$ cat src/rtl/core/tcmp_pkg.sv
`timescale 1ns / 1ps
// ----------------------------------------------------------------------------
// tcmp_pkg
// Shared constants, codes and saturating helpers for the two-compartment
// tissue Euler step block.
// ----------------------------------------------------------------------------
package tcmp_pkg;

  // Fixed-point format and counter width.
  localparam int FRAC_BITS  = 16;
  localparam int INDEX_BITS = 16;

  // Field widths.
  localparam int RATE_W  = 20;
  localparam int WIN_W   = 32;
  localparam int FRACT_W = 17;
  localparam int CP_W    = 31;
  localparam int DT_W    = 18;
  localparam int CONC_W  = 32;

  // Configuration port.
  localparam int CFG_ADDR_W = 3;
  localparam int CFG_DATA_W = 32;

  // Register indexes.
  localparam logic [CFG_ADDR_W-1:0] REG_UPTAKE      = 3'd0;
  localparam logic [CFG_ADDR_W-1:0] REG_EFFLUX      = 3'd1;
  localparam logic [CFG_ADDR_W-1:0] REG_BIND_BASE   = 3'd2;
  localparam logic [CFG_ADDR_W-1:0] REG_BIND_FIRST  = 3'd3;
  localparam logic [CFG_ADDR_W-1:0] REG_BIND_SECOND = 3'd4;
  localparam logic [CFG_ADDR_W-1:0] REG_WIN_FIRST   = 3'd5;
  localparam logic [CFG_ADDR_W-1:0] REG_WIN_SECOND  = 3'd6;
  localparam logic [CFG_ADDR_W-1:0] REG_PLASMA_FR   = 3'd7;

  // Digit-serial multiplier: signed multiplicand, unsigned multiplier
  // consumed one digit a cycle, least significant digit first.
  localparam int DIGIT_W   = 4;
  localparam int MUL_A_W   = CONC_W + 1;
  localparam int MUL_B_W   = 24;
  localparam int MUL_STEPS = MUL_B_W / DIGIT_W;
  localparam int STEP_W    = 3;
  localparam int PP_W      = MUL_A_W + DIGIT_W + 1;
  localparam int HI_W      = PP_W - DIGIT_W;
  localparam int PROD_W    = HI_W + MUL_B_W;
  localparam int SHR_W     = PROD_W - FRAC_BITS;

  // Product sequence of one item.
  typedef enum logic [2:0] {
    OP_GAIN   = 3'd0,
    OP_LOSS   = 3'd1,
    OP_BIND   = 3'd2,
    OP_FREE_D = 3'd3,
    OP_BND_D  = 3'd4,
    OP_PLASMA = 3'd5
  } op_t;

  function automatic logic signed [CONC_W-1:0] sat_add(
    input logic signed [CONC_W-1:0] a,
    input logic signed [CONC_W-1:0] b
  );
    logic signed [CONC_W:0] s;
    s = {a[CONC_W-1], a} + {b[CONC_W-1], b};
    if (s[CONC_W] != s[CONC_W-1]) begin
      sat_add = s[CONC_W] ? {1'b1, {(CONC_W-1){1'b0}}} : {1'b0, {(CONC_W-1){1'b1}}};
    end else begin
      sat_add = s[CONC_W-1:0];
    end
  endfunction

  function automatic logic signed [CONC_W-1:0] sat_sub(
    input logic signed [CONC_W-1:0] a,
    input logic signed [CONC_W-1:0] b
  );
    logic signed [CONC_W:0] s;
    s = {a[CONC_W-1], a} - {b[CONC_W-1], b};
    if (s[CONC_W] != s[CONC_W-1]) begin
      sat_sub = s[CONC_W] ? {1'b1, {(CONC_W-1){1'b0}}} : {1'b0, {(CONC_W-1){1'b1}}};
    end else begin
      sat_sub = s[CONC_W-1:0];
    end
  endfunction

  // Saturate the already shifted product to the concentration width.
  function automatic logic signed [CONC_W-1:0] sat_shr(input logic signed [SHR_W-1:0] v);
    if (v > SHR_W'(signed'({1'b0, {(CONC_W-1){1'b1}}}))) begin
      sat_shr = {1'b0, {(CONC_W-1){1'b1}}};
    end else if (v < -SHR_W'(signed'({1'b0, 1'b1, {(CONC_W-1){1'b0}}}))) begin
      sat_shr = {1'b1, {(CONC_W-1){1'b0}}};
    end else begin
      sat_shr = v[CONC_W-1:0];
    end
  endfunction

endpackage

$ cat src/rtl/core/tissue_compartment_euler_step_top.sv
`timescale 1ns / 1ps
// ----------------------------------------------------------------------------
// tissue_compartment_euler_step_top
// Two-compartment tissue model: one forward Euler step of the free and bound
// concentrations per plasma sample, Q16.16 with saturation, digit-serial.
// ----------------------------------------------------------------------------
//  Channel | Direction | Contents
//  in_     | slave     | tdata: plasma_conc[30:0], step_size[48:31]; tuser: restart
//  out_    | master    | tdata: free_out[31:0], bound_out[63:32], total_out[95:64]
//  cfg_    | write     | cfg_addr selects one of eight registers, cfg_wdata value
//
// An item that advances the concentrations runs six products; the first sample
// of a run needs only the plasma product. The products share one multiplier
// that consumes a 4-bit digit of its operand each cycle, after a load step for
// each product. A finished result waits in the output register while the next
// item is accepted and worked on.
// Reset clears the configuration registers, concentrations and the sample counter.
// ----------------------------------------------------------------------------
module tissue_compartment_euler_step_top (
  input  logic         clk,
  input  logic         rst_n,
  input  logic         in_tvalid,
  output logic         in_tready,
  input  logic [55:0]  in_tdata,   // plasma_conc [30:0], step_size [48:31], zero fill
  input  logic         in_tuser,   // restart
  output logic         out_tvalid,
  input  logic         out_tready,
  output logic [95:0]  out_tdata,  // free_out [31:0], bound_out [63:32], total_out [95:64]
  input  logic         cfg_we,
  input  logic [tcmp_pkg::CFG_ADDR_W-1:0] cfg_addr,
  input  logic [tcmp_pkg::CFG_DATA_W-1:0] cfg_wdata
);

  typedef enum logic [2:0] {
    ST_IDLE,
    ST_LOAD,
    ST_MUL,
    ST_UPD,
    ST_SUM,
    ST_FIN
  } state_t;

  localparam int CW = tcmp_pkg::CONC_W;
  localparam int IW = tcmp_pkg::INDEX_BITS;

  // Configuration registers.
  logic [tcmp_pkg::RATE_W-1:0]  uptake_r, efflux_r, k3_base_r, k3_first_r, k3_second_r;
  logic [tcmp_pkg::WIN_W-1:0]   win_first_r, win_second_r;
  logic [tcmp_pkg::FRACT_W-1:0] plasma_fr_r;

  // Sequencer and state.
  state_t                       state_r, state_nxt;
  tcmp_pkg::op_t                op_r, op_nxt;
  logic [tcmp_pkg::STEP_W-1:0]  step_r, step_nxt;
  logic signed [CW-1:0]         free_r, free_nxt, bound_r, bound_nxt;
  logic [IW-1:0]                count_r, count_nxt;
  logic                         active_r, active_nxt;
  logic [tcmp_pkg::CP_W-1:0]    cp_r, cp_nxt;
  logic [tcmp_pkg::DT_W-1:0]    dt_r, dt_nxt;
  logic [tcmp_pkg::RATE_W-1:0]  k3_r, k3_nxt;

  // Product results.
  logic signed [CW-1:0] gain_r, gain_nxt, loss_r, loss_nxt, dcb_r, dcb_nxt;
  logic signed [CW-1:0] t_free_r, t_free_nxt, t_bnd_r, t_bnd_nxt;
  logic signed [CW-1:0] plasma_r, plasma_nxt, sum_r, sum_nxt;

  // Multiplier datapath.
  logic signed [tcmp_pkg::MUL_A_W-1:0] mul_a_r, mul_a_nxt;
  logic [tcmp_pkg::MUL_B_W-1:0]        mul_b_r, mul_b_nxt;
  logic signed [tcmp_pkg::HI_W-1:0]    hi_r, hi_nxt;
  logic [tcmp_pkg::MUL_B_W-1:0]        lo_r, lo_nxt;
  logic signed [tcmp_pkg::PP_W-1:0]    pp_sum;
  logic signed [tcmp_pkg::PROD_W-1:0]  prod;
  logic signed [CW-1:0]                mul_res;

  // Output register.
  logic          out_valid_r, out_valid_nxt;
  logic [95:0]   out_data_r, out_data_nxt;

  // Accept-time decode.
  logic          in_acc;
  logic [IW-1:0] n_cur;
  logic          in_w1, in_w2;
  logic [tcmp_pkg::RATE_W:0] k23_sum;

  assign in_tready  = (state_r == ST_IDLE);
  assign out_tvalid = out_valid_r;
  assign out_tdata  = out_data_r;
  assign in_acc     = in_tvalid && in_tready;

  assign n_cur = in_tuser ? '0 : count_r;
  assign in_w1 = (n_cur > win_first_r[IW-1:0]) && (n_cur < win_first_r[2*IW-1:IW]);
  assign in_w2 = (n_cur > win_second_r[IW-1:0]) && (n_cur < win_second_r[2*IW-1:IW]);
  assign k23_sum = {1'b0, efflux_r} + {1'b0, k3_r};

  // One digit step: add the partial product to the high half, then shift the
  // low digit out into the low half. Arithmetic shift keeps the floor rounding.
  assign pp_sum = $signed({{(tcmp_pkg::PP_W-tcmp_pkg::HI_W){hi_r[tcmp_pkg::HI_W-1]}}, hi_r})
                + mul_a_r * $signed({1'b0, mul_b_r[tcmp_pkg::DIGIT_W-1:0]});
  assign prod    = {pp_sum[tcmp_pkg::PP_W-1:tcmp_pkg::DIGIT_W],
                    pp_sum[tcmp_pkg::DIGIT_W-1:0],
                    lo_r[tcmp_pkg::MUL_B_W-1:tcmp_pkg::DIGIT_W]};
  assign mul_res = tcmp_pkg::sat_shr(prod[tcmp_pkg::PROD_W-1:tcmp_pkg::FRAC_BITS]);

  always_comb begin
    state_nxt     = state_r;
    op_nxt        = op_r;
    step_nxt      = step_r;
    free_nxt      = free_r;
    bound_nxt     = bound_r;
    count_nxt     = count_r;
    active_nxt    = active_r;
    cp_nxt        = cp_r;
    dt_nxt        = dt_r;
    k3_nxt        = k3_r;
    gain_nxt      = gain_r;
    loss_nxt      = loss_r;
    dcb_nxt       = dcb_r;
    t_free_nxt    = t_free_r;
    t_bnd_nxt     = t_bnd_r;
    plasma_nxt    = plasma_r;
    sum_nxt       = sum_r;
    mul_a_nxt     = mul_a_r;
    mul_b_nxt     = mul_b_r;
    hi_nxt        = hi_r;
    lo_nxt        = lo_r;
    out_valid_nxt = out_valid_r;
    out_data_nxt  = out_data_r;

    if (out_valid_r && out_tready) begin
      out_valid_nxt = 1'b0;
    end

    case (state_r)
      ST_IDLE: begin
        if (in_acc) begin
          cp_nxt     = in_tdata[tcmp_pkg::CP_W-1:0];
          dt_nxt     = in_tdata[tcmp_pkg::CP_W +: tcmp_pkg::DT_W];
          active_nxt = (n_cur != '0);
          if (in_w1) begin
            k3_nxt = k3_first_r;
          end else if (in_w2) begin
            k3_nxt = k3_second_r;
          end else begin
            k3_nxt = k3_base_r;
          end
          if (in_tuser) begin
            free_nxt  = '0;
            bound_nxt = '0;
          end
          count_nxt = (n_cur == '1) ? n_cur : n_cur + 1'b1;
          op_nxt    = (n_cur != '0) ? tcmp_pkg::OP_GAIN : tcmp_pkg::OP_PLASMA;
          state_nxt = ST_LOAD;
        end
      end
      ST_LOAD: begin
        hi_nxt   = '0;
        lo_nxt   = '0;
        step_nxt = '0;
        case (op_r)
          tcmp_pkg::OP_GAIN: begin
            mul_a_nxt = $signed({2'b00, cp_r});
            mul_b_nxt = tcmp_pkg::MUL_B_W'(uptake_r);
          end
          tcmp_pkg::OP_LOSS: begin
            mul_a_nxt = {free_r[CW-1], free_r};
            mul_b_nxt = tcmp_pkg::MUL_B_W'(k23_sum);
          end
          tcmp_pkg::OP_BIND: begin
            mul_a_nxt = {free_r[CW-1], free_r};
            mul_b_nxt = tcmp_pkg::MUL_B_W'(k3_r);
          end
          tcmp_pkg::OP_FREE_D: begin
            mul_a_nxt = {1'b0, tcmp_pkg::sat_sub(gain_r, loss_r)};
            mul_a_nxt[CW] = mul_a_nxt[CW-1];
            mul_b_nxt = tcmp_pkg::MUL_B_W'(dt_r);
          end
          tcmp_pkg::OP_BND_D: begin
            mul_a_nxt = {dcb_r[CW-1], dcb_r};
            mul_b_nxt = tcmp_pkg::MUL_B_W'(dt_r);
          end
          default: begin
            mul_a_nxt = $signed({2'b00, cp_r});
            mul_b_nxt = tcmp_pkg::MUL_B_W'(plasma_fr_r);
          end
        endcase
        state_nxt = ST_MUL;
      end
      ST_MUL: begin
        hi_nxt    = pp_sum[tcmp_pkg::PP_W-1:tcmp_pkg::DIGIT_W];
        lo_nxt    = {pp_sum[tcmp_pkg::DIGIT_W-1:0],
                     lo_r[tcmp_pkg::MUL_B_W-1:tcmp_pkg::DIGIT_W]};
        mul_b_nxt = mul_b_r >> tcmp_pkg::DIGIT_W;
        step_nxt  = step_r + 1'b1;
        if (step_r == tcmp_pkg::STEP_W'(tcmp_pkg::MUL_STEPS - 1)) begin
          case (op_r)
            tcmp_pkg::OP_GAIN:   gain_nxt   = mul_res;
            tcmp_pkg::OP_LOSS:   loss_nxt   = mul_res;
            tcmp_pkg::OP_BIND:   dcb_nxt    = mul_res;
            tcmp_pkg::OP_FREE_D: t_free_nxt = mul_res;
            tcmp_pkg::OP_BND_D:  t_bnd_nxt  = mul_res;
            default:             plasma_nxt = mul_res;
          endcase
          if (op_r == tcmp_pkg::OP_PLASMA) begin
            state_nxt = ST_UPD;
          end else begin
            op_nxt    = tcmp_pkg::op_t'(op_r + 3'd1);
            state_nxt = ST_LOAD;
          end
        end
      end
      ST_UPD: begin
        if (active_r) begin
          free_nxt  = tcmp_pkg::sat_add(free_r, t_free_r);
          bound_nxt = tcmp_pkg::sat_add(bound_r, t_bnd_r);
        end
        state_nxt = ST_SUM;
      end
      ST_SUM: begin
        sum_nxt   = tcmp_pkg::sat_add(free_r, bound_r);
        state_nxt = ST_FIN;
      end
      ST_FIN: begin
        if (!out_valid_r || out_tready) begin
          out_valid_nxt = 1'b1;
          out_data_nxt  = {tcmp_pkg::sat_add(sum_r, plasma_r), bound_r, free_r};
          state_nxt     = ST_IDLE;
        end
      end
      default: begin
        state_nxt = ST_IDLE;
      end
    endcase
  end

  always_ff @(posedge clk) begin
    if (!rst_n) begin
      state_r      <= ST_IDLE;
      op_r         <= tcmp_pkg::OP_GAIN;
      step_r       <= '0;
      free_r       <= '0;
      bound_r      <= '0;
      count_r      <= '0;
      active_r     <= 1'b0;
      out_valid_r  <= 1'b0;
      uptake_r     <= '0;
      efflux_r     <= '0;
      k3_base_r    <= '0;
      k3_first_r   <= '0;
      k3_second_r  <= '0;
      win_first_r  <= '0;
      win_second_r <= '0;
      plasma_fr_r  <= '0;
    end else begin
      state_r     <= state_nxt;
      op_r        <= op_nxt;
      step_r      <= step_nxt;
      free_r      <= free_nxt;
      bound_r     <= bound_nxt;
      count_r     <= count_nxt;
      active_r    <= active_nxt;
      out_valid_r <= out_valid_nxt;
      if (cfg_we) begin
        case (cfg_addr)
          tcmp_pkg::REG_UPTAKE:      uptake_r     <= cfg_wdata[tcmp_pkg::RATE_W-1:0];
          tcmp_pkg::REG_EFFLUX:      efflux_r     <= cfg_wdata[tcmp_pkg::RATE_W-1:0];
          tcmp_pkg::REG_BIND_BASE:   k3_base_r    <= cfg_wdata[tcmp_pkg::RATE_W-1:0];
          tcmp_pkg::REG_BIND_FIRST:  k3_first_r   <= cfg_wdata[tcmp_pkg::RATE_W-1:0];
          tcmp_pkg::REG_BIND_SECOND: k3_second_r  <= cfg_wdata[tcmp_pkg::RATE_W-1:0];
          tcmp_pkg::REG_WIN_FIRST:   win_first_r  <= cfg_wdata[tcmp_pkg::WIN_W-1:0];
          tcmp_pkg::REG_WIN_SECOND:  win_second_r <= cfg_wdata[tcmp_pkg::WIN_W-1:0];
          tcmp_pkg::REG_PLASMA_FR:   plasma_fr_r  <= cfg_wdata[tcmp_pkg::FRACT_W-1:0];
          default: begin
          end
        endcase
      end
    end
    cp_r       <= cp_nxt;
    dt_r       <= dt_nxt;
    k3_r       <= k3_nxt;
    gain_r     <= gain_nxt;
    loss_r     <= loss_nxt;
    dcb_r      <= dcb_nxt;
    t_free_r   <= t_free_nxt;
    t_bnd_r    <= t_bnd_nxt;
    plasma_r   <= plasma_nxt;
    sum_r      <= sum_nxt;
    mul_a_r    <= mul_a_nxt;
    mul_b_r    <= mul_b_nxt;
    hi_r       <= hi_nxt;
    lo_r       <= lo_nxt;
    out_data_r <= out_data_nxt;
  end

  // The digit counter never runs past the last digit of a product.
  a_step_bound: assert property (@(posedge clk) disable iff (!rst_n)
    (state_r == ST_MUL) |-> (step_r < tcmp_pkg::STEP_W'(tcmp_pkg::MUL_STEPS)))
    else $error("multiplier digit counter overran");

  // An accepted item keeps the input closed for at least the next cycle.
  a_one_item: assert property (@(posedge clk) disable iff (!rst_n)
    in_acc |=> !in_tready)
    else $error("second item accepted while one is in progress");

  // A new result appears only from the final state of the sequence.
  a_result_src: assert property (@(posedge clk) disable iff (!rst_n)
    $rose(out_valid_r) |-> $past(state_r == ST_FIN))
    else $error("result raised outside the final state");

  // The sample counter saturates instead of wrapping.
  a_count_sat: assert property (@(posedge clk) disable iff (!rst_n)
    ((count_r == '1) && !(in_acc && in_tuser)) |=> (count_r == '1))
    else $error("sample counter wrapped");

endmodule

$ cat config.mk
export PLATFORM = sky130hd
export DESIGN_NAME = tissue_compartment_euler_step_top
export DESIGN_NICKNAME = d
export VERILOG_FILES = /design/src/rtl/core/tcmp_pkg.sv /design/src/rtl/core/tissue_compartment_euler_step_top.sv
export SDC_FILE = /design/constraint.sdc
export NUM_CORES = 2
export LEC_CHECK = 0
export BUFFER_PORTS_ARGS = -buffer_cell sky130_fd_sc_hd__buf_2
export CAP_MARGIN = 20
export CELL_PAD_IN_SITES_DETAIL_PLACEMENT = 0
export CELL_PAD_IN_SITES_GLOBAL_PLACEMENT = 1
export CORE_MARGIN = 5
export CORE_UTILIZATION = 45
export CTS_CLUSTER_DIAMETER = 50
export DETAILED_ROUTE_END_ITERATION = 10
export PLACE_DENSITY_LB_ADDON = 0.1
export SLEW_MARGIN = 20
export SYNTH_ARGS = -nofsm -noshare
export SYNTH_HDL_FRONTEND = slang
export SYNTH_SLANG_ARGS = --single-unit
$ cat constraint.sdc
create_clock -name clk -period 5.6 [get_ports clk]
set_clock_uncertainty 0.1 [all_clocks]
set_input_delay 0.84 -clock clk [delete_from_list [all_inputs] [get_ports clk]]
set_output_delay 0.84 -clock clk [all_outputs]
set_load 0.005 [all_outputs]
==> metrics.txt <==
main flop type after synthesis edfxtp_1; max reg flops 96; Detailed Place HPWL 92700 microns; Yosys warning total 0; cell count after synthesis between 4k and 5k; chip height around 320 microns; Peak VDD IR 1.12 mV; Req. time, crit path 5970 ps; crit end category register; Vias 33.2k; area of placed instances 47400 sq um; drt pass-1 iters 7; clk_lat worst skew 680 ps; clock-pin slew on the worst setup and hold paths 60 ps; Num CTS Buffers about 110; Critical Setup Path Class register to register; min-delay worst type input port to register; RR Startpoint mul_b_r[1]; RSZ-0062 raised after global routing yes; root buffer cell clkbuf_16; GPL Wtd Cong roughly 0.9; Startpoint Class register; Async S/R FF share, synth 0; failing checks setup timing; vias in the first global route 32.7k; Initial Util 0.454; Antenna Diode Count 0; 1st-iter DRT viols 2329; Slew headroom 0.283; Final period util 1.08; CTS tree yes; Die Footprint 104000 sq um; clock sink count 752; Synth cell types 97; Post-synth EDFFs 480; Post-CTS Hold Buffers 0; Worst EP arrival 6400 ps; status complete, but fails checks; layout net count 5308; non-filler cells, final 6153; CP Capture Point t_bnd_r[30]; Setup WS pre-CTS -612 ps; GRT Resource Usage Total 0.242; CP Max Fanout 7; Syn Nets 4954; Post-Route WL 128000 microns; r2r setup slk -420 ps; # IOs 195; Fmax 0.166 GHz; Setup WS post-layout -424 ps; fin area 52600 sq um; sequential area share after synthesis 0.452; CORE AREA 96900 sq um; antenna violations before repair 3; largest net degree at the start of global routing 90; Mapped Avg Cell Area between 9 and 10 sq um; RR Endpoint t_bnd_r[30]; fin util 0.543; routed vias/inst 5.40; Mapped Area 44000 sq um; first-pass GRT wire length 195000 microns; crit path time final 6020 ps; Site Rows 114; placed insts 5902; setup TNS -49070 ps; global route total overflow 0; Yosys reg bits 752; layout cells sized above 1 0.178; crit path launch mul_b_r[1]; H-tree Lvls 3; Tightest Pin Transition 1070 ps; pwr/cell area approximately 740 nW/um^2; drt drc 0; Hold Fails Final Rpt 0; max cap viols 0; Pleak 21.2 nW; clock buffer depth 3; area grow syn2layout 19.6%; Final Max Tran Viols 0; post-route ant nets 0; WL/cell ~21 microns; Setup-failing EPs final 186; Reg2Reg Depth 24; Die W 323 microns; Buffers on Ports 187
[cells by family (layout without fill, tap and decap cells)]
group	after synthesis	after routing	share of synthesized area
DFF	752	752	0.452
muxes	44	44	0.0112
AOI/OAI and AO/OA	1139	1139	0.172
xor gates and xnor gates	202	202	0.0406
buffers and inverters	546	996	0.0494
adders and majority gates	442	442	0.143
and+or+nand+nor	1302	1302	0.132
[worst max-delay path, stage by stage (launching register included)]
cell       delay [ps]
edfxtp_1          450
buf_6             140
clkbuf_16         140
nand2_4            40
fa_1              490
inv_2              40
fa_1              540
inv_2              40
fa_1              510
inv_2              40
ha_4              300
nand4_1           200
nor2_4            250
o2111ai_4         190
nand2_2           170
a41oi_4           140
o21ai_1           200
xnor2_1           120
or4_4             570
nor3_4            240
a41oi_4           160
buf_12            200
buf_12            150
buf_6             120
o21ai_4           260
[stage by stage]
stage,hold slack [ps],total power [mW]
4_1_cts,182,35.2
3_3_place_gp,349,25.6
2_1_floorplan,340,17.2
6_report,229,38.8
5_1_grt,202,40.8
3_5_place_dp,355,25.8
[layout by cell type (no fill, tap or decap), drive strengths merged, types with 26 or more instances in the layout]
| cell | netlist | final |
|---|---|---|
| nand2 | 644 | 644 |
| edfxtp | 480 | 480 |
| buf | 48 | 430 |
| inv | 355 | 381 |
| ha | 325 | 325 |
| o21ai | 280 | 280 |
| nor2 | 273 | 273 |
| dfxtp | 272 | 272 |
| a21oi | 250 | 250 |
| a21boi | 200 | 200 |
| clkbuf | 142 | 134 |
| xnor2 | 127 | 127 |
| fa | 105 | 105 |
| a21o | 104 | 104 |
| and2 | 103 | 103 |
| xor2 | 75 | 75 |
| nand3 | 56 | 56 |
| nor2b | 53 | 53 |
| o21a | 47 | 47 |
| nand2b | 45 | 45 |
| mux2 | 40 | 40 |
| a222oi | 38 | 38 |
| clkinv | 1 | 34 |
| nor3 | 31 | 31 |
| o211ai | 29 | 29 |
| nand4 | 26 | 26 |
| o21bai | 26 | 26 |
[Yosys cell counts, types with 8 or more instances]
master | n | share of area
or2_2 | 12 | 0.0017
fa_1 | 105 | 0.048
o31ai_1 | 8 | 0.0014
dfxtp_1 | 272 | 0.12
o21ai_0 | 240 | 0.027
a31oi_1 | 21 | 0.0030
nor2b_1 | 53 | 0.0075
o21ai_1 | 39 | 0.0044
o21a_1 | 46 | 0.0079
nand3_1 | 56 | 0.0064
a222oi_1 | 38 | 0.0087
mux2_2 | 40 | 0.010
and2_1 | 103 | 0.015
nand2b_1 | 45 | 0.0064
a31o_2 | 10 | 0.0020
ha_1 | 325 | 0.093
maj3_1 | 12 | 0.0027
o2111ai_1 | 8 | 0.0016
a21o_1 | 103 | 0.018
a21boi_0 | 198 | 0.034
nor3_1 | 30 | 0.0034
or3_1 | 10 | 0.0014
nand2_1 | 643 | 0.055
a2111oi_0 | 8 | 0.0016
buf_4 | 22 | 0.0038
o211ai_1 | 27 | 0.0046
a211oi_1 | 25 | 0.0043
and3_1 | 21 | 0.0030
o21bai_1 | 26 | 0.0044
nor2_1 | 270 | 0.023
clkbuf_1 | 142 | 0.012
xnor2_1 | 126 | 0.025
xor2_1 | 74 | 0.015
nor3b_1 | 10 | 0.0017
edfxtp_1 | 480 | 0.33
a21oi_1 | 245 | 0.028
nand4_1 | 26 | 0.0037
buf_2 | 18 | 0.0020
inv_1 | 355 | 0.030
[worst min path at each step]
stage | startpoint | to | slack [ps] | cells after the start
2_1_floorplan | k3_first_r[0] | k3_first_r[0] | 340 | 2
3_3_place_gp | k3_first_r[5] | k3_first_r[5] | 350 | 2
3_5_place_dp | plasma_fr_r[5] | plasma_fr_r[5] | 350 | 2
4_1_cts | in_tdata[47] | dt_r[16] | 180 | 1
5_1_grt | in_tdata[38] | dt_r[7] | 200 | 1
6_report | in_tdata[38] | dt_r[7] | 230 | 1
[layout make-up]
class | count | area [sq um]
Tap cell | 1276 | 1600
Multi-Input combinational cell | 3129 | 22900
Timing Repair Buffer | 433 | 3110
Inverter | 356 | 1340
Clock inverter | 76 | 805
Clock buffer | 131 | 2980
Fill cell | 8767 | 44300
Sequential cell | 752 | 19900
[what timing repair did]
item,CTS,global route
resized for setup,58,150
buffers inserted,4,37
cloned,2,3
endpoints found under the hold margin,0,0
endpoints found under the setup margin,192,192
pin swaps,10,54
[report_power, final]
part / internal [mW] / total (mW) / leakage [nW] / switching, mW
Clock: 4.32 / 7.07 / 1.85 / 2.75
Sequential: 8.45 / 8.61 / 6.53 / 0.159
Combinational: 9.83 / 23.2 / 12.8 / 13.3
Total: 22.6 / 38.8 / 21.2 / 16.2
[per-layer routing]
layer / up-vias / track usage / share of wire
li1: 16300 / - / -
met1: 16000 / 0.315 / 0.43
met2: 773 / 0.425 / 0.49
met3: 177 / 0.0313 / 0.048
met4: 0 / 0.0679 / 0.028
met5: - / 0 / 0
Power figures use the tool's default switching activity.
